--- src/akf_pkg.sv ---
// akf_pkg: shared types, constants and saturating helpers for the altitude kalman filter
// no dependencies; used by the interfaces, the arithmetic units and the top level
package akf_pkg;

  localparam int W             = 48;
  localparam int CFG_W         = 47;
  localparam int DT_W          = 25;
  localparam int OP_W          = 2;
  localparam int STAT_W        = 2;
  localparam int CFG_IDX_W     = 2;
  localparam int FRAC_BITS_DEF = 24;
  localparam int N_ST          = 6;
  localparam int N_AX          = 3;
  localparam int COV_DEPTH     = N_ST * N_ST;
  localparam int ADDR_W        = $clog2(COV_DEPTH);
  localparam int IDX_W         = $clog2(N_ST);

  localparam logic [CFG_W-1:0] POS_NOISE_RST = CFG_W'(167772);
  localparam logic [CFG_W-1:0] VEL_NOISE_RST = CFG_W'(1677722);
  localparam logic [CFG_W-1:0] ALT_NOISE_RST = CFG_W'(33554432);
  localparam logic [CFG_W-1:0] INIT_VAR_RST  = CFG_W'(1677722);

  localparam logic signed [W-1:0] MAX48 = {1'b0, {(W-1){1'b1}}};
  localparam logic signed [W-1:0] MIN48 = {1'b1, {(W-1){1'b0}}};

  typedef enum logic [OP_W-1:0] {
    OP_INIT    = 2'd0,
    OP_PREDICT = 2'd1,
    OP_UPDATE  = 2'd2
  } op_t;

  typedef enum logic [STAT_W-1:0] {
    STAT_OK      = 2'd0,
    STAT_IGNORED = 2'd1,
    STAT_SKIPPED = 2'd2
  } status_t;

  typedef enum logic [CFG_IDX_W-1:0] {
    REG_POS_NOISE = 2'd0,
    REG_VEL_NOISE = 2'd1,
    REG_ALT_NOISE = 2'd2,
    REG_INIT_VAR  = 2'd3
  } cfg_idx_t;

  typedef enum logic [3:0] {
    S_IDLE,
    S_INIT,
    S_ULOAD,
    S_USUM,
    S_UCHK,
    S_DIV_GO,
    S_DIV_WAIT,
    S_EL_RDM,
    S_EL_RDX,
    S_EL_MUL,
    S_EL_WAIT,
    S_EL_WB,
    S_FINISH
  } fsm_t;

  typedef enum logic [2:0] {
    PH_PMEAN,
    PH_COVA,
    PH_COVB,
    PH_COVC,
    PH_UMEAN,
    PH_UCOV
  } phase_t;

  function automatic logic [W-1:0] mag48(input logic signed [W-1:0] x);
    logic [W-1:0] r;
    r = x[W-1] ? W'(-x) : W'(x);
    return r;
  endfunction

  // magnitude with sign to saturated signed word
  function automatic logic signed [W-1:0] sat_mag(input logic neg, input logic ovf,
                                                  input logic [W-1:0] m);
    logic signed [W-1:0] r;
    if (ovf || m[W-1]) begin
      r = neg ? MIN48 : MAX48;
    end else begin
      r = neg ? -$signed(m) : $signed(m);
    end
    return r;
  endfunction

  function automatic logic signed [W-1:0] sat_add(input logic signed [W-1:0] a,
                                                  input logic signed [W-1:0] b,
                                                  input logic sub);
    logic signed [W:0] s;
    logic signed [W-1:0] r;
    s = sub ? ({a[W-1], a} - {b[W-1], b}) : ({a[W-1], a} + {b[W-1], b});
    if (s[W] != s[W-1]) begin
      r = s[W] ? MIN48 : MAX48;
    end else begin
      r = s[W-1:0];
    end
    return r;
  endfunction

endpackage

--- src/akf_mul.sv ---
// akf_mul: multi-cycle signed fixed-point multiplier, floor rounding, 48-bit saturation
// depends on akf_pkg; four 24x24 partial products accumulated over successive cycles
module akf_mul #(
  parameter int FRAC_BITS = akf_pkg::FRAC_BITS_DEF
) (
  input  logic                         clk,
  input  logic                         rst_n,
  input  logic                         start,
  input  logic signed [akf_pkg::W-1:0] a,
  input  logic signed [akf_pkg::W-1:0] b,
  output logic                         done,
  output logic signed [akf_pkg::W-1:0] result
);
  import akf_pkg::*;

  localparam int PW = 2 * W;
  localparam int HW = W / 2;
  localparam logic [PW-1:0] RND = (PW'(1) << FRAC_BITS) - PW'(1);
  localparam logic [2:0] LAST_PP  = 3'd3;
  localparam logic [2:0] LAST_ACC = 3'd4;
  localparam logic [2:0] RND_STEP = 3'd5;
  localparam logic [2:0] SAT_STEP = 3'd6;

  logic [W-1:0]        am_r, bm_r;
  logic                neg_r;
  logic [PW-1:0]       acc_r;
  logic [W-1:0]        pp_r;
  logic [1:0]          psh_r;
  logic [2:0]          cnt_r;
  logic                busy_r, done_r;
  logic signed [W-1:0] res_r;

  logic [HW-1:0] a_seg, b_seg;
  logic [W-1:0]  pp_nxt;
  logic [PW-1:0] pp_ext, shifted;

  assign a_seg   = cnt_r[1] ? am_r[W-1:HW] : am_r[HW-1:0];
  assign b_seg   = cnt_r[0] ? bm_r[W-1:HW] : bm_r[HW-1:0];
  assign pp_nxt  = a_seg * b_seg;
  assign shifted = acc_r >> FRAC_BITS;

  always_comb begin
    case (psh_r)
      2'd0:    pp_ext = PW'(pp_r);
      2'd1:    pp_ext = PW'(pp_r) << HW;
      default: pp_ext = PW'(pp_r) << W;
    endcase
  end

  always_ff @(posedge clk) begin
    if (!rst_n) begin
      busy_r <= 1'b0;
      done_r <= 1'b0;
      cnt_r  <= '0;
    end else begin
      done_r <= 1'b0;
      if (start) begin
        busy_r <= 1'b1;
        cnt_r  <= '0;
      end else if (busy_r) begin
        cnt_r <= cnt_r + 3'd1;
        if (cnt_r == SAT_STEP) begin
          busy_r <= 1'b0;
          done_r <= 1'b1;
        end
      end
    end
  end

  always_ff @(posedge clk) begin
    if (start) begin
      am_r  <= mag48(a);
      bm_r  <= mag48(b);
      neg_r <= a[W-1] ^ b[W-1];
      acc_r <= '0;
    end else if (busy_r) begin
      if (cnt_r <= LAST_PP) begin
        pp_r  <= pp_nxt;
        psh_r <= {1'b0, cnt_r[1]} + {1'b0, cnt_r[0]};
      end
      if (cnt_r != 3'd0 && cnt_r <= LAST_ACC) begin
        acc_r <= acc_r + pp_ext;
      end
      if (cnt_r == RND_STEP && neg_r) begin
        acc_r <= acc_r + RND;
      end
      if (cnt_r == SAT_STEP) begin
        res_r <= sat_mag(neg_r, |shifted[PW-1:W], shifted[W-1:0]);
      end
    end
  end

  assign done   = done_r;
  assign result = res_r;

endmodule

--- config.mk ---
export PLATFORM = sky130hd
export DESIGN_NAME = akf_mul
export DESIGN_NICKNAME = d
export VERILOG_FILES = /design/src/akf_pkg.sv /design/src/akf_mul.sv
export SDC_FILE = /design/constraint.sdc
export NUM_CORES = 2
export LEC_CHECK = 0
export BUFFER_PORTS_ARGS = -buffer_cell sky130_fd_sc_hd__buf_2
export CAP_MARGIN = 20
export CORE_ASPECT_RATIO = 1.25
export CORE_MARGIN = 1.5
export CORE_UTILIZATION = 53
export CTS_CLUSTER_DIAMETER = 30
export DETAILED_ROUTE_END_ITERATION = 6
export GPL_ROUTABILITY_DRIVEN = 0
export PLACE_DENSITY = 0.7
export SYNTH_ARGS = -nofsm -noshare
export SYNTH_HDL_FRONTEND = slang
export SYNTH_SLANG_ARGS = --single-unit
--- constraint.sdc ---
create_clock -name clk -period 9.5 [get_ports clk]
set_input_delay 1.9 -clock clk [delete_from_list [all_inputs] [get_ports clk]]
set_output_delay 1.9 -clock clk [all_outputs]
set_load 0.005 [all_outputs]
# Word level (Yosys, flattened, before mapping)
# Cells that the tools add are included.
word_totals:
  mem_bits_rw: 0
  n_memories: 0
  mem_bits_ro: 0
  input_bits: 99
  register_bits: 296
  latch_bits: 0
op_classes:
  mux: 14
  bitwise_logic: 4
  eq_ne: 3
  div_mod_pow: 0
  shifts: 0
  mul: 1
  n_addsub: 7
  magnitude_cmp: 2
  reduce_logical: 12
ops:
  columns: ["cell", "n"]
  rows:
  - ["2-to-1 mux 96 bit", 2]
  - ["one-hot mux 96 bit (2 select lines)", 1]
  - ["2-to-1 mux 48 bit", 3]
  - ["negation 48 bit", 3]
  - ["adder 96 x 24 -> 96 bit (second input constant)", 1]
  - ["adder 96 bit", 1]
  - ["2-to-1 mux 47 bit", 2]
  - ["multiplier 24 x 24 -> 48 bit", 1]
  - ["2-to-1 mux 24 bit", 2]
  - ["OR reduction 24 bit", 1]
  - ["== test 3 bit (second input constant)", 2]
  - ["AND reduction 3 bit", 2]
  - ["2-to-1 mux 1 bit", 4]
  - ["adder 3 x 1 -> 3 bit (second input constant)", 1]
  - ["less-or-equal comparator 3 x 2 -> 1 bit (second input constant)", 1]
  - ["less-or-equal comparator 3 bit (second input constant)", 1]
  - ["inverter 1 bit", 3]
  - ["nonzero test 3 bit", 1]
  - ["OR reduction 3 bit", 1]
  - ["adder 1 x 1 -> 2 bit", 1]
  - ["== test 2 x 1 -> 1 bit (second input constant)", 1]
  - ["logical AND 1 bit", 2]
  - ["zero test 2 bit", 1]
  - ["AND reduction 2 bit", 1]
  - ["4 further kinds", 4]

# Depth between registers and ports, before layout
logic_depth:
  ltp_word: 5
  mapped_depth: 31

# Worst setup path after synthesis
# Ideal clock, no wire load.
synth_path:
  path_type: "register -> register"
  start: "register cnt_r[0]"
  end: "register pp_r[47], data pin"
  path_slack_ps: 1039
  path_stages_with_launch: 31
  n_path_buf: 3
  t_arrival_ps: 8200
  required_ps: 9240
  path_cell_list: "dfxtp_1 -> clkbuf_1 -> clkbuf_1 -> mux2i_1 -> clkbuf_1 -> nor2_1 -> fa_1 -> fa_1 -> inv_1 -> fa_1 -> inv_1 -> fa_1 -> inv_1 -> fa_1 -> inv_1 -> fa_1 -> inv_1 -> fa_1 -> inv_1 -> ha_1 -> a21oi_1 -> o21ai_0 -> a21o_1 -> a21o_1 -> a2111oi_0 -> nor3_1 -> o41ai_1 -> o21a_1 -> nand3b_1 -> o22ai_1 -> xnor2_1"
synth_via:
  elab_chain_len: 2
synth_lines:
  columns: ["item", "line", "rtl"]
  rows:
  - ["start: declaration", "akf_mul.sv:29", "logic [2:0] cnt_r;"]
  - ["start signal: assignment", "akf_mul.sv:61", "cnt_r <= cnt_r + 3'd1;"]
  - ["2-to-1 mux 24 bit", "akf_mul.sv:38", "assign b_seg = cnt_r[0] ? bm_r[W-1:HW] : bm_r[HW-1:0];"]
  - ["multiplier 24 x 24 -> 48 bit", "akf_mul.sv:39", "assign pp_nxt = a_seg * b_seg;"]
  - ["named net pp_nxt[47]", "akf_mul.sv:34", "logic [W-1:0] pp_nxt;"]
  - ["end signal: assignment", "akf_mul.sv:78", "pp_r <= pp_nxt;"]
  - ["end: declaration", "akf_mul.sv:27", "logic [W-1:0] pp_r;"]
# The timed path passes the listed nets, and every way through them passes these cells.
# A chain may end at the register's enable or synchronous reset.

# Worst setup path in the final report
# Ends and elaborated chain as after synthesis.

==> run summary <==
Post-CTS Setup Inserts = 0
Starting Density = 0.533
die area = 73900 um2
share of cells above drive strength 1 = 0.0927
RR Startpoint = cnt_r[0]
Final Critical Period = 8.85 ns
Synth Warn # = 0
CP top delay family = adder cells
CP Capture Type = flop
Slowest-stage cell, CP = dfxtp_2
Post-DP Area = 40000 um2
number of port buffers = 147
Yosys cell types = 74
EDFF count, synth = 195
critical path buffer and inverter count = 7
antenna-violating nets left = 0
Layout area overhead = 10.3%
mean area per synthesized cell = 8.75 um2
Worst Min Path Start = acc_r[18]
CTS-repair resized insts = 0
WL/cell = 20.7 um
Post-Place Worst Slack = 0.626 ns
Post-route DRC = 0
status = finished clean
Hold Buf Count CTS = 0
critical path startpoint category = flop
setup repair after global routing missed its margin = no
Layout Skew = 0.0322 ns
first drt pass iteration count = 7
Yosys reg bits = 296
clock transition at the registers of the reported paths = 0.05 ns
FFs w/ async S/R, synth = 0
Hold Path Class = flop to flop
Max Clk Rate = 113 MHz
Root Buffer = clkbuf_16
Max Root-Sink Buffers = 3
Hold Path Sink = acc_r[18]
Sink Count = 296
r2r endpoint = pp_r[47]
headroom to the max-slew limit = 0.354
TritonCTS clock tree = yes
DR vias = 31900
Pins Over Slew Limit = 0
max incr delay on CP = 0.80 ns
core box area = 71800 um2
die width = 243 um
Synth Instances = 4379
DRT iter0 DRCs = 2382
final hold viol count = 0
Design Area, Final = 42300 um2
mapped cell area = 38300 um2
first-pass GRT wire length = 175 mm
Routed Wire Length = 113 mm
worst hold path cell count = 2
Post-DP HPWL = 89.7 mm
Die Height = 304 um
max cap viols = 0
NumNets Final = 5304
# rows = 110
# IOs = 148
Most common cell on crit path = fa_1
Final Hold Slack = 0.455 ns
CTS Buf Count = 66
largest net degree at the start of global routing = 75
final setup margin = 0.649 ns
setup_tns = 0 ns
Worst-Skew Late Latency = 0.63 ns
Tcrit/Tclk final = 0.932
worst endpoint data arrival time = 9.23 ns
post-synthesis sequential area ratio = 0.206
Reg2Reg Depth = 28
vias per inst = 5.85
# setup viols final = 0
Critical Path RT = 9.88 ns
Max FO, Critical Path = 25
gr usage total = 0.305
vias in the first global route = 32500
initial antenna violation count = 0
H-tree levels = 3
crit path kind = flop to flop
r2r setup slk = 0.65 ns
worst slew pin tran = 0.967 ns
ys flop type = edfxtp_1
GRT overflow = 0
syn nets = 5238
[state kept, by name (all words and copies together) (netlist names)]
name and count:
bm_r 48, am_r 48, cnt_r 3, result 48, busy_r 1, acc_r 96
done 1, neg_r 1, psh_r 2, pp_r 48
[worst register-to-register path: cells and delay by family (launching register included)]
family	cells	cell delay, ns
AOI/OAI and AO/OA	8	1.83
xor gates and xnor gates	1	0.15
adders and majority gates	8	3.97
buffers and inverters	7	0.98
DFF	1	0.80
muxes	1	0.58
and+or+nand+nor	3	0.32
[stage by stage]
stage,utilization,instances
floorplan,-,4379
global placement,0.557,5329
detailed placement,0.557,5329
CTS,0.588,5450
global route,0.588,5450
finish,0.588,5451
[layout make-up]
class / count / area, um2
antenna: 1 / 2.50
sequential: 296 / 7880
tap: 952 / 1190
multi-input combinational: 3261 / 27400
timing repair buffer: 216 / 1260
clock inverter: 48 / 569
inverter: 604 / 2270
fill: 6406 / 29600
clock buffer: 73 / 1690
[layer usage]
layer,global-route usage,vias up,part of all wire
met3,0.0604,437,0.082
li1,-,14600,-
met1,0.338,15300,0.36
met2,0.531,1491,0.49
met5,0,-,0
met4,0.198,0,0.073
[placed cells by master (no fill, tap or decap), drive strengths merged, types with 15 or more instances in the layout]
cell and count:
o31ai 42, xor2 55, and2 40, edfxtp 195, or2 15, clkbuf 73
fa 483, o21ai 183, nor4 19, a211oi 33, a21o 105, o311ai 20
nand2 596, buf 216, or4 21, xnor2 172, nand3 19, inv 616
a22o 26, clkinv 24, a21oi 244, nand4 49, mux2i 69, nor2 451
ha 277, nor3 39, o21bai 32, mux2 45, or3 50, nor2b 18
o41ai 22, nand2b 17, dfxtp 101
[worst max path at each step]
stage / start / endpoint / slack, ns / cells after the start
final: cnt_r[0] / pp_r[47] / 0.65 / 28
after global placement: cnt_r[1] / pp_r[47] / 0.83 / 29
after global routing: cnt_r[1] / pp_r[47] / 0.34 / 30
after floorplan: cnt_r[0] / pp_r[47] / 1.04 / 30
after CTS: cnt_r[1] / pp_r[47] / 0.66 / 30
after detailed placement: cnt_r[1] / pp_r[47] / 0.63 / 30
[cells by family (layout without fill, tap and decap cells)]
family	count (synthesis)	count (layout)	share of synthesized area
other	0	1	0
and+or+nand+nor	1362	1362	0.155
AOI/OAI and AO/OA	798	798	0.133
buffers and inverters	822	941	0.0806
xor gates and xnor gates	227	227	0.0519
adders and majority gates	760	760	0.343
muxes	114	114	0.0313
DFF	296	296	0.206
[synthesized netlist by cell type, drive strengths merged (8+ instances only)]
master | count | area share
inv | 603 | 0.059
nand2 | 596 | 0.058
fa | 483 | 0.25
nor2 | 451 | 0.044
ha | 277 | 0.090
a21oi | 244 | 0.032
clkbuf | 207 | 0.020
edfxtp | 195 | 0.15
o21ai | 183 | 0.024
xnor2 | 172 | 0.039
a21o | 105 | 0.021
dfxtp | 101 | 0.053
mux2i | 69 | 0.018
xor2 | 55 | 0.013
or3 | 50 | 0.0087
nand4 | 49 | 0.0080
mux2 | 45 | 0.013
o31ai | 42 | 0.0082
and2 | 40 | 0.0065
nor3 | 39 | 0.0051
a211oi | 33 | 0.0065
o21bai | 32 | 0.0063
a22o | 26 | 0.0059
o41ai | 22 | 0.0052
or4 | 21 | 0.0041
o311ai | 20 | 0.0046
nand3 | 19 | 0.0025
nor4 | 19 | 0.0035
nor2b | 18 | 0.0029
nand2b | 17 | 0.0028
or2 | 15 | 0.0025
a31oi | 14 | 0.0023
o21a | 14 | 0.0027
a221o | 13 | 0.0034
and3 | 12 | 0.0020
buf | 11 | 0.0011
a21boi | 8 | 0.0016
Power is not shown: default switching activity piles up to over one toggle a cycle in this logic, so the estimate is an artifact.
