$ cat src/akf_pkg.sv
// akf_pkg: shared types, constants and saturating helpers for the altitude kalman filter
// no dependencies; used by the interfaces, the arithmetic units and the top level
package akf_pkg;

  localparam int W             = 48;
  localparam int CFG_W         = 47;
  localparam int DT_W          = 25;
  localparam int OP_W          = 2;
  localparam int STAT_W        = 2;
  localparam int CFG_IDX_W     = 2;
  localparam int FRAC_BITS_DEF = 24;
  localparam int N_ST          = 6;
  localparam int N_AX          = 3;
  localparam int COV_DEPTH     = N_ST * N_ST;
  localparam int ADDR_W        = $clog2(COV_DEPTH);
  localparam int IDX_W         = $clog2(N_ST);

  localparam logic [CFG_W-1:0] POS_NOISE_RST = CFG_W'(167772);
  localparam logic [CFG_W-1:0] VEL_NOISE_RST = CFG_W'(1677722);
  localparam logic [CFG_W-1:0] ALT_NOISE_RST = CFG_W'(33554432);
  localparam logic [CFG_W-1:0] INIT_VAR_RST  = CFG_W'(1677722);

  localparam logic signed [W-1:0] MAX48 = {1'b0, {(W-1){1'b1}}};
  localparam logic signed [W-1:0] MIN48 = {1'b1, {(W-1){1'b0}}};

  typedef enum logic [OP_W-1:0] {
    OP_INIT    = 2'd0,
    OP_PREDICT = 2'd1,
    OP_UPDATE  = 2'd2
  } op_t;

  typedef enum logic [STAT_W-1:0] {
    STAT_OK      = 2'd0,
    STAT_IGNORED = 2'd1,
    STAT_SKIPPED = 2'd2
  } status_t;

  typedef enum logic [CFG_IDX_W-1:0] {
    REG_POS_NOISE = 2'd0,
    REG_VEL_NOISE = 2'd1,
    REG_ALT_NOISE = 2'd2,
    REG_INIT_VAR  = 2'd3
  } cfg_idx_t;

  typedef enum logic [3:0] {
    S_IDLE,
    S_INIT,
    S_ULOAD,
    S_USUM,
    S_UCHK,
    S_DIV_GO,
    S_DIV_WAIT,
    S_EL_RDM,
    S_EL_RDX,
    S_EL_MUL,
    S_EL_WAIT,
    S_EL_WB,
    S_FINISH
  } fsm_t;

  typedef enum logic [2:0] {
    PH_PMEAN,
    PH_COVA,
    PH_COVB,
    PH_COVC,
    PH_UMEAN,
    PH_UCOV
  } phase_t;

  function automatic logic [W-1:0] mag48(input logic signed [W-1:0] x);
    logic [W-1:0] r;
    r = x[W-1] ? W'(-x) : W'(x);
    return r;
  endfunction

  // magnitude with sign to saturated signed word
  function automatic logic signed [W-1:0] sat_mag(input logic neg, input logic ovf,
                                                  input logic [W-1:0] m);
    logic signed [W-1:0] r;
    if (ovf || m[W-1]) begin
      r = neg ? MIN48 : MAX48;
    end else begin
      r = neg ? -$signed(m) : $signed(m);
    end
    return r;
  endfunction

  function automatic logic signed [W-1:0] sat_add(input logic signed [W-1:0] a,
                                                  input logic signed [W-1:0] b,
                                                  input logic sub);
    logic signed [W:0] s;
    logic signed [W-1:0] r;
    s = sub ? ({a[W-1], a} - {b[W-1], b}) : ({a[W-1], a} + {b[W-1], b});
    if (s[W] != s[W-1]) begin
      r = s[W] ? MIN48 : MAX48;
    end else begin
      r = s[W-1:0];
    end
    return r;
  endfunction

endpackage

$ cat src/akf_div.sv
// akf_div: bit-serial fixed-point divider, floor((n << FRAC_BITS) / s) for positive s
// depends on akf_pkg; one quotient bit per cycle, saturated to 48 bits
module akf_div #(
  parameter int FRAC_BITS = akf_pkg::FRAC_BITS_DEF
) (
  input  logic                         clk,
  input  logic                         rst_n,
  input  logic                         start,
  input  logic signed [akf_pkg::W-1:0] n,
  input  logic signed [akf_pkg::W-1:0] s,
  output logic                         done,
  output logic signed [akf_pkg::W-1:0] result
);
  import akf_pkg::*;

  localparam int NB = W + FRAC_BITS;
  localparam int CW = $clog2(NB + 1);

  logic [NB-1:0]       num_r;
  logic [W-1:0]        rem_r, q_r, d_r;
  logic                over_r, neg_r;
  logic [CW-1:0]       cnt_r;
  logic                busy_r, done_r;
  logic signed [W-1:0] res_r;

  logic [W-1:0] rem_sh, rem_dif;
  logic         ge;
  logic [W:0]   q_fin;

  assign rem_sh  = {rem_r[W-2:0], num_r[NB-1]};
  assign ge      = rem_sh >= d_r;
  assign rem_dif = rem_sh - d_r;
  // negative quotients round toward minus infinity
  assign q_fin   = {1'b0, q_r} + (W+1)'(neg_r && (rem_r != '0));

  always_ff @(posedge clk) begin
    if (!rst_n) begin
      busy_r <= 1'b0;
      done_r <= 1'b0;
      cnt_r  <= '0;
    end else begin
      done_r <= 1'b0;
      if (start) begin
        busy_r <= 1'b1;
        cnt_r  <= CW'(NB);
      end else if (busy_r) begin
        if (cnt_r != '0) begin
          cnt_r <= cnt_r - CW'(1);
        end else begin
          busy_r <= 1'b0;
          done_r <= 1'b1;
        end
      end
    end
  end

  always_ff @(posedge clk) begin
    if (start) begin
      num_r  <= {mag48(n), {FRAC_BITS{1'b0}}};
      rem_r  <= '0;
      q_r    <= '0;
      over_r <= 1'b0;
      d_r    <= s;
      neg_r  <= n[W-1];
    end else if (busy_r) begin
      if (cnt_r != '0) begin
        rem_r  <= ge ? rem_dif : rem_sh;
        q_r    <= {q_r[W-2:0], ge};
        over_r <= over_r | q_r[W-1];
        num_r  <= num_r << 1;
      end else begin
        res_r <= sat_mag(neg_r, over_r | q_fin[W], q_fin[W-1:0]);
      end
    end
  end

  assign done   = done_r;
  assign result = res_r;

endmodule

$ cat config.mk
export PLATFORM = sky130hd
export DESIGN_NAME = akf_div
export DESIGN_NICKNAME = d
export VERILOG_FILES = /design/src/akf_pkg.sv /design/src/akf_div.sv
export SDC_FILE = /design/constraint.sdc
export NUM_CORES = 1
export LEC_CHECK = 0
export BUFFER_PORTS_ARGS = -buffer_cell sky130_fd_sc_hd__buf_2
export CAP_MARGIN = 10
export CORE_MARGIN = 1
export CORE_UTILIZATION = 45
export DETAILED_ROUTE_END_ITERATION = 8
export GPL_TIMING_DRIVEN = 0
export PLACE_DENSITY = 0.66
export SLEW_MARGIN = 20
export SYNTH_ARGS = -nofsm -noshare
export SYNTH_HDL_FRONTEND = slang
export SYNTH_SLANG_ARGS = --single-unit
$ cat constraint.sdc
create_clock -name clk -period 5.9 [get_ports clk]
set_clock_uncertainty 0.1 [all_clocks]
set_input_delay 1.18 -clock clk [delete_from_list [all_inputs] [get_ports clk]]
set_output_delay 1.18 -clock clk [all_outputs]
set_load 0.1 [all_outputs]
Yosys cells after proc, flatten, opt, wreduce, memory -nomap -nowiden:

Cells that the tools add are included.

* input port bits: 99
* output and inout port bits: 49
* logic and storage cells: 49
* flip-flop bits (word level): 251

* reductions and logical operators: 11
* mux-type cells: 15
* bitwise gates (word level): 6
* $add $sub $neg: 5
* magnitude comparators: 1

Operators by type and width (count)
* two-way mux 48 bit: 5
* two-way mux 72 bit: 3
* negation 48 bit: 2
* adder 48 x 1 -> 49 bit: 1
* greater-or-equal comparator 48 bit: 1
* nonzero test 48 bit: 1
* subtractor 48 bit: 1
* two-way mux 7 bit: 3
* nonzero test 7 bit: 1
* subtractor 7 x 1 -> 7 bit, second input constant: 1
* two-way mux 1 bit: 4
* NOT 1 bit: 4
* AND reduction 2 bit: 2
* nonzero test 2 bit: 2
* AND reduction 3 bit: 1
* OR reduction 3 bit: 1
* OR 1 bit: 2
* OR reduction 2 bit: 1
* logical AND 1 bit: 1
* logical OR 1 bit: 1

Depth between registers and ports, before layout:

Gate-level depths: netlist (run 1).

* depth in word-level cells: 6
* mapped depth: 17

Worst setup path before layout (run 1):

OpenSTA, ideal clock, no wires.

* path kind: input to register
* start point: in start
* end point: reg res_r[0], in the netlist result[0], enable pin
* library setup time: 0.524 ns
* data required time: 5.276 ns
* arrival: 4.955 ns
* cell stages on the path: 2
* buffers on the path: 1
* path slack: 0.321 ns
* cell sequence: clkbuf_1 nor3b_1

* word-level cells in the longest chain between the ends: 2

RTL lines
* start, declared: RTL line akf_div.sv:8 `input logic start,`
* NOT 1 bit (no line)
* AND reduction 3 bit (no line)
* end signal, assigned: RTL line akf_div.sv:72 `res_r <= sat_mag(neg_r, over_r | q_fin[W], q_fin[W-1:0]);`
* end, declared: RTL line akf_div.sv:24 `logic signed [W-1:0] res_r;`

No other way between the ends.
A chain may end at the register's enable or synchronous reset.

Worst setup path in the final report (run 1):

* start point: reg neg_r
* end point: reg res_r[43], in the netlist result[43] (data pin)

* word-level cells in the longest chain between the ends: 5
* elaborated cells on any way between the ends: 8

RTL lines
* start, declared: RTL line akf_div.sv:21 `logic over_r, neg_r;`
* start signal, assigned: RTL line akf_div.sv:64 `neg_r <= n[W-1];`
* logical AND 1 bit: RTL line akf_div.sv:34 `assign q_fin = {1'b0, q_r} + (W+1)'(neg_r && (rem_r != '0));`
* adder 48 x 1 -> 49 bit: RTL line akf_div.sv:34
* negation 48 bit / OR 1 bit (equally long branches): RTL line akf_pkg.sv:83, akf_div.sv:72
* two-way mux 48 bit / logical OR 1 bit (equally long branches): RTL line akf_pkg.sv:83, akf_pkg.sv:80
* two-way mux 48 bit *: RTL line akf_pkg.sv:80 `if (ovf || m[W-1]) begin`

Mark *: on every way between the ends. The rest lies on a longest branch, timed or not.

==> results.cfg, run 1 <==
[cells_and_area]
fin_nets = 2062
final_cell_mix = buf_2, nand2_1, edfxtp_1, a21oi_1, nor2_1
drive_gt1_share_pct = 13.8
final_common_cell = buf_2
num-fill-cells = 3264
n_antenna_cell = 0
syn2layout_area_growth_pct = 14.4

[power_and_ir_drop]
clkPwrFrac_pct = 40.2
seqPwrFrac_pct = 47.0
peakVddDrop_v = 0.000198
p_sw_mw = 1.10
p_leak_nw = 7.29
p_int_mw = 3.11
combPwrFrac_pct = 12.7
cellPowerDensity_nw_per_um2 = 234
p_sw_share_pct = 26.1

[sta]
maxSlewViolCount = 0
rsz0062_at_grt = no
finalHoldViolCount = 0
tightest_slew_ns = 1.01
whs_ns = 0.388
period_minus_slack_ns = 5.58
setup_viol = 0
worst_slack_ns = 0.323
slew_headroom_pct = 32.1
max_freq_mhz = 179
fin_crit_sh_pct = 94.5

[worst_setup_path]
cpMostUsedCell = ha_1
cp-startpoint = neg_r$_DFFE_PP_
max_stage_delay_ns = 0.66
cp_num_cells = 15
crit_required_ns = 6.08
arrival_ns = 5.75
path_buf_inv = 2
r2r_end = result[43]$_DFFE_PP_
cp_max_fo = 10
startpoint_type = register
crit_path_end = result[43]$_DFFE_PP_
r2r-start = neg_r$_DFFE_PP_
r2r_cells = 15
criticalPathCategory = reg2reg
crit_chain = clkinvlp_4 > clkbuf_1 > nor2_1 > ha_1 > ha_1 > and3_1 > nand4_1 > or4_1 > xor2_1 > nand2_1 > or2_2 > nand3b_2 > nor4b_1 > mux2i_1 > o22ai_1
reg2reg_setup_slack_ns = 0.32
critPathCaptureType = register
critPathTopFamily = simple AND/OR/NAND/NOR gates
cpMaxStageDelayCell = edfxtp_1

[global_route]
antenna_found_initial = 0
grt_pass1_vias = 13100
grt-ovfl-total = 0
grt_max_degree = 56
grt_pass1_wl_um = 67000
grt_usage_pct = 23.0

[drt]
via_per_inst = 5.75
ant_nets = 0
first_pass_iters = 5
finalWirelength_um = 41300
wl_per_cell_um = 17.3
drt-initial-drc-count = 1019
num_vias = 13700
drc_errors = 0

[synth]
synth_area_um2 = 15800
netlist_instances = 1726
ys.flop_type = edfxtp_1
synth-async-reset-ratio_pct = 0
yosys_register_bits = 251
yosys_warnings = 0
ys_seq_area_share_pct = 41.1
yosysUniqueCellTypes = 85
synth_enable_flop_cells = 145
synth_top_area_cell = edfxtp_1
synth.avg_cell_area_um2 = 9.13
synth_area_leaders = edfxtp_1, dfxtp_1, xor2_1
synth_top_area_share_pct = 27.6
syn-num-nets = 1881

[die]
core-area_um2 = 34500
die_w_um = 189
die_h_um = 189
io_pins = 148
die-area_um2 = 35800
start_util_pct = 45.7
rows = 68

[clocking]
htreeDepth = 1
clk_latency_ns = 0.56
clock_sinks = 251
numCtsBuffers = 28
cts_tree = done
hold_buffers = 0
clk_pin_slew_ns = 0.06
cts_max_path_buffers = 3
ctsRootBufferMaster = clkbuf_16

[job]
cap_violations = 0

[place]
dp_hpwl_um = 31000
port_buffers = 147
gp_congestion = 0.936
preCtsSetupSlack_ns = 0.303

[worst_hold_path]
holdPathStages = 2
min-delay-path-class = reg2reg

[outcome]
status = completed
-- layout make-up --
cell class | count | area, um^2 | share of cell area, %
sequential | 251 | 6480 | 35.9
multi-input combinational | 1289 | 8540 | 47.4
clock buffer | 44 | 856 | 4.75
clock inverter | 8 | 43.8 | 0.243
tap | 455 | 569 | 3.16
inverter | 79 | 303 | 1.68
buffer | 106 | 448 | 2.49
timing repair buffer | 152 | 779 | 4.33
-- power groups by stage --
| stage | Sequential (mW) | Clock, mW | Combinational, mW |
|---|---|---|---|
| 2_1_floorplan | 2.08 | 0 | 0.304 |
| 3_3_place_gp | 2.02 | 0 | 0.523 |
| 3_5_place_dp | 2.02 | 0 | 0.534 |
| 4_1_cts | 1.98 | 1.74 | 0.537 |
| 5_1_grt | 1.99 | 1.80 | 0.591 |
| 6_report | 1.98 | 1.69 | 0.536 |
-- worst min-delay path, delay by kind of cell, from the launching register on --
| kind | cells | cell delay [ns] |
|---|---|---|
| AND/OR/NAND/NOR | 2 | 0.10 |
| flip-flops | 1 | 0.34 |
-- per-stage QoR --
stage | std cells | power [mW] | setup TNS [ns] | cell area [um^2] | utilization (%)
finish | 2384 | 4.21 | 0 | 18000 | 52.3
floorplan | 1726 | 2.38 | 0 | 15800 | -
global route | 2384 | 4.38 | 0 | 18000 | 52.3
detailed placement | 2333 | 2.55 | 0 | 17100 | 49.7
CTS | 2385 | 4.25 | 0 | 18000 | 52.3
global placement | 2328 | 2.54 | -91.56 | 17100 | 49.5
-- synthesized netlist by cell type, types with 19 or more instances --
master,n
and3_1,19
xnor2_1,66
ha_1,55
xor2_1,85
o21ai_0,116
clkbuf_1,80
a21o_1,39
nand2_1,153
o31ai_1,26
nor2_1,122
nor4_1,32
nand4_1,39
mux2i_1,32
inv_1,78
edfxtp_1,145
nor3_1,26
nand3_1,46
a22o_1,39
dfxtp_1,106
a21oi_1,128
a22oi_1,24
-- flip-flops by register name, indices dropped and copies added, names as in the netlist --
| register | flops |
|---|---|
| d_r | 48 |
| num_r | 48 |
| q_r | 48 |
| rem_r | 48 |
| result | 48 |
| cnt_r | 7 |
| busy_r | 1 |
| done | 1 |
| neg_r | 1 |
| over_r | 1 |
-- how the worst min path moves through the flow --
stage	slack [ns]	end	from
2_1_floorplan	0.34	q_r[0]$_SDFFE_PP0P_	q_r[0]$_SDFFE_PP0P_
3_3_place_gp	0.36	q_r[0]$_SDFFE_PP0P_	q_r[0]$_SDFFE_PP0P_
3_5_place_dp	0.37	q_r[0]$_SDFFE_PP0P_	q_r[0]$_SDFFE_PP0P_
4_1_cts	0.38	q_r[0]$_SDFFE_PP0P_	q_r[0]$_SDFFE_PP0P_
5_1_grt	0.42	q_r[0]$_SDFFE_PP0P_	q_r[0]$_SDFFE_PP0P_
6_report	0.39	q_r[0]$_SDFFE_PP0P_	q_r[0]$_SDFFE_PP0P_
-- per-layer routing --
layer | global-route usage (%) | part of all wire [%] | vias to the layer above
met2 | 38.5 | 46 | 464
li1 | - | - | 6724
met4 | 7.82 | 3.1 | 0
met5 | 0 | 0 | -
met1 | 30.8 | 45 | 6436
met3 | 2.71 | 5.3 | 88
-- timing repair --
item,4_1_cts,5_1_grt
setup endpoints to repair,0,1
buffers inserted,0,0
resized for setup,0,2
-- logic make-up after synthesis --
group	Yosys count	share of synthesized area, %
simple gates	543	17.9
compound gates	501	20.9
flops	251	41.1
buf+inv	186	4.75
xor+xnor	151	8.40
fa+ha+maj	56	4.50
mux	38	2.48
Note: power is estimated with default switching activity, not from simulation.
==> inputs of run 2 (changes only) <==
--- a/config.mk
+++ b/config.mk
@@ -11,7 +11,7 @@
 export CORE_UTILIZATION = 45
 export DETAILED_ROUTE_END_ITERATION = 8
 export GPL_TIMING_DRIVEN = 0
-export PLACE_DENSITY = 0.66
+export PLACE_DENSITY_LB_ADDON = 0.25
 export SLEW_MARGIN = 20
 export SYNTH_ARGS = -nofsm -noshare
 export SYNTH_HDL_FRONTEND = slang
==> run 2 against run 1 <==
Effect of this change:
- core utilization increased by 0.19 points
- register-to-register slack better by 0.16 ns
- maximum frequency is 3.0% higher
- largest power group unchanged
- critical endpoint unchanged
==> results.cfg, run 2 (synthesis gave the netlist of run 1 again) <==
[place]
numPlacedInstances = 2334
port_buffers = 147
gp_congestion = 0.926
dp_hpwl_um = 31300

[clocking]
cts_max_path_buffers = 3
htreeDepth = 1
clk_latency_ns = 0.55
clock_sinks = 251
clk_pin_slew_ns = 0.06
numCtsBuffers = 28
ctsRootBufferMaster = clkbuf_16
cts_tree = done
hold_buffers = 0

[worst_setup_path]
crit_path_end = result[43]$_DFFE_PP_
cp_max_fo = 8
r2r-start = rem_r[42]$_SDFFE_PP0P_
criticalPathCategory = reg2reg
startpoint_type = register
crit_chain = nor4_1 > nand4_1 > nor3_1 > nor2_1 > ha_1 > ha_1 > nand3_1 > nor2_1 > xnor2_1 > nand4_1 > nor2_1 > and3_1 > nand3b_2 > nor4b_1 > mux2i_1 > o22ai_1
reg2reg_setup_slack_ns = 0.48
max_stage_delay_ns = 0.55
arrival_ns = 5.58
r2r_end = result[43]$_DFFE_PP_
crit_required_ns = 6.06
r2r_cells = 16
cpMostUsedCell = nor2_1
cpMaxStageDelayCell = nor4_1
cp-startpoint = rem_r[42]$_SDFFE_PP0P_
critPathCaptureType = register

[die]
io_pins = 148
core-area_um2 = 34500
start_util_pct = 45.7
die-area_um2 = 35800
die_h_um = 189
die_w_um = 189
rows = 68

[sta]
tns_ns = 0
period_minus_slack_ns = 5.42
rsz0062_at_grt = no
setup_viol = 0
tightest_slew_ns = 0.951
slew_headroom_pct = 35.9
max_freq_mhz = 185
maxSlewViolCount = 0
finalHoldViolCount = 0
fin_crit_sh_pct = 91.8

[cells_and_area]
regArea_um2 = 6480
syn2layout_area_growth_pct = 14.8
final_common_cell = buf_2
num-fill-cells = 3235
drive_gt1_share_pct = 14.0
final_cell_mix = buf_2, nand2_1, edfxtp_1, a21oi_1, nor2_1
multi_input_area_um2 = 8540
fin_nets = 2066
n_antenna_cell = 0
final_cells = 2388

[worst_hold_path]
min-delay-path-class = reg2reg

[drt]
drc_errors = 0
first_pass_iters = 5
ant_nets = 0
finalWirelength_um = 41000
drt-initial-drc-count = 978
num_vias = 13700
wl_per_cell_um = 17.2
via_per_inst = 5.75

[global_route]
grt-ovfl-total = 0
antenna_found_initial = 0
grt_usage_pct = 22.8
grt_max_degree = 51
grt_pass1_wl_um = 66400
grt_pass1_vias = 12900

[power_and_ir_drop]
p_int_mw = 3.15
seqPwrFrac_pct = 46.6
p_sw_share_pct = 25.9
clkPwrFrac_pct = 40.7
p_leak_nw = 7.30
combPwrFrac_pct = 12.7
cellPowerDensity_nw_per_um2 = 235
p_sw_mw = 1.10
peakVddDrop_v = 0.000213

[outcome]
status = completed

[job]
cap_violations = 0
run 2: cell types whose count changed in the layout (fill, tap and decap cells not counted), sizes merged:
cell	before	now
clkbuf	123	116
clkinvlp	2	7
buf	179	183
bufinv	0	2
run 2: stage by stage:
stage / hold slack, ns / instance area (um^2) / worst slack (ns) / power, mW / utilization, %
after floorplan: 0.339 / 15800 / 0.321 / 2.38 / -
after global placement: 0.366 / 17100 / -1.91 / 2.54 / 49.5
after detailed placement: 0.371 / 17100 / 0.338 / 2.55 / 49.7
after CTS: 0.381 / 18100 / 0.280 / 4.30 / 52.4
after global routing: 0.420 / 18100 / 0.133 / 4.42 / 52.5
final: 0.382 / 18100 / 0.484 / 4.25 / 52.5
run 2: cell type report:
class / count / area share (%)
flip-flops and latches: 251 / 35.8
plain buffers: 106 / 2.48
multi-input cells: 1289 / 47.2
clock inverters: 15 / 0.803
inverters: 79 / 1.66
well taps: 455 / 3.15
repair buffers: 156 / 4.53
clock buffers: 37 / 4.35
run 2: power groups by stage:
stage | clock [mW] | sequential, mW | combinational, mW
2_1_floorplan | 0 | 2.08 | 0.304
3_3_place_gp | 0 | 2.02 | 0.522
3_5_place_dp | 0 | 2.02 | 0.537
4_1_cts | 1.78 | 1.98 | 0.539
5_1_grt | 1.84 | 1.99 | 0.596
6_report | 1.73 | 1.98 | 0.541
run 2: worst min path at each step:
stage / slack [ns] / to / from / depth (start not counted)
global placement: 0.37 / q_r[0]$_SDFFE_PP0P_ / q_r[0]$_SDFFE_PP0P_ / 2
CTS: 0.38 / q_r[0]$_SDFFE_PP0P_ / q_r[0]$_SDFFE_PP0P_ / 2
finish: 0.38 / q_r[0]$_SDFFE_PP0P_ / q_r[0]$_SDFFE_PP0P_ / 2
detailed placement: 0.37 / q_r[0]$_SDFFE_PP0P_ / q_r[0]$_SDFFE_PP0P_ / 2
floorplan: 0.34 / q_r[0]$_SDFFE_PP0P_ / q_r[0]$_SDFFE_PP0P_ / 2
global route: 0.42 / q_r[0]$_SDFFE_PP0P_ / q_r[0]$_SDFFE_PP0P_ / 2
run 2: worst max-delay path: cells and delay by family, from the launching register on:
kind / cells / cell delay [ns]
xor+xnor: 1 / 0.44
simple gates: 11 / 3.31
flops: 1 / 0.35
fa+ha+maj: 2 / 0.56
mux: 1 / 0.24
compound gates: 1 / 0.11
run 2: routing by layer:
| layer | vias to the layer above | part of all wire, % | GRT usage, % |
|---|---|---|---|
| li1 | 6753 | - | - |
| met3 | 85 | 5.7 | 2.63 |
| met2 | 463 | 46 | 38.3 |
| met5 | - | 0 | 0 |
| met1 | 6428 | 45 | 30.6 |
| met4 | 0 | 2.9 | 6.82 |
run 2: timing repair:
item / in CTS / in global routing
gates resized for setup: 0 / 1
setup buffers: 0 / 3
endpoints found under the setup margin: 0 / 4
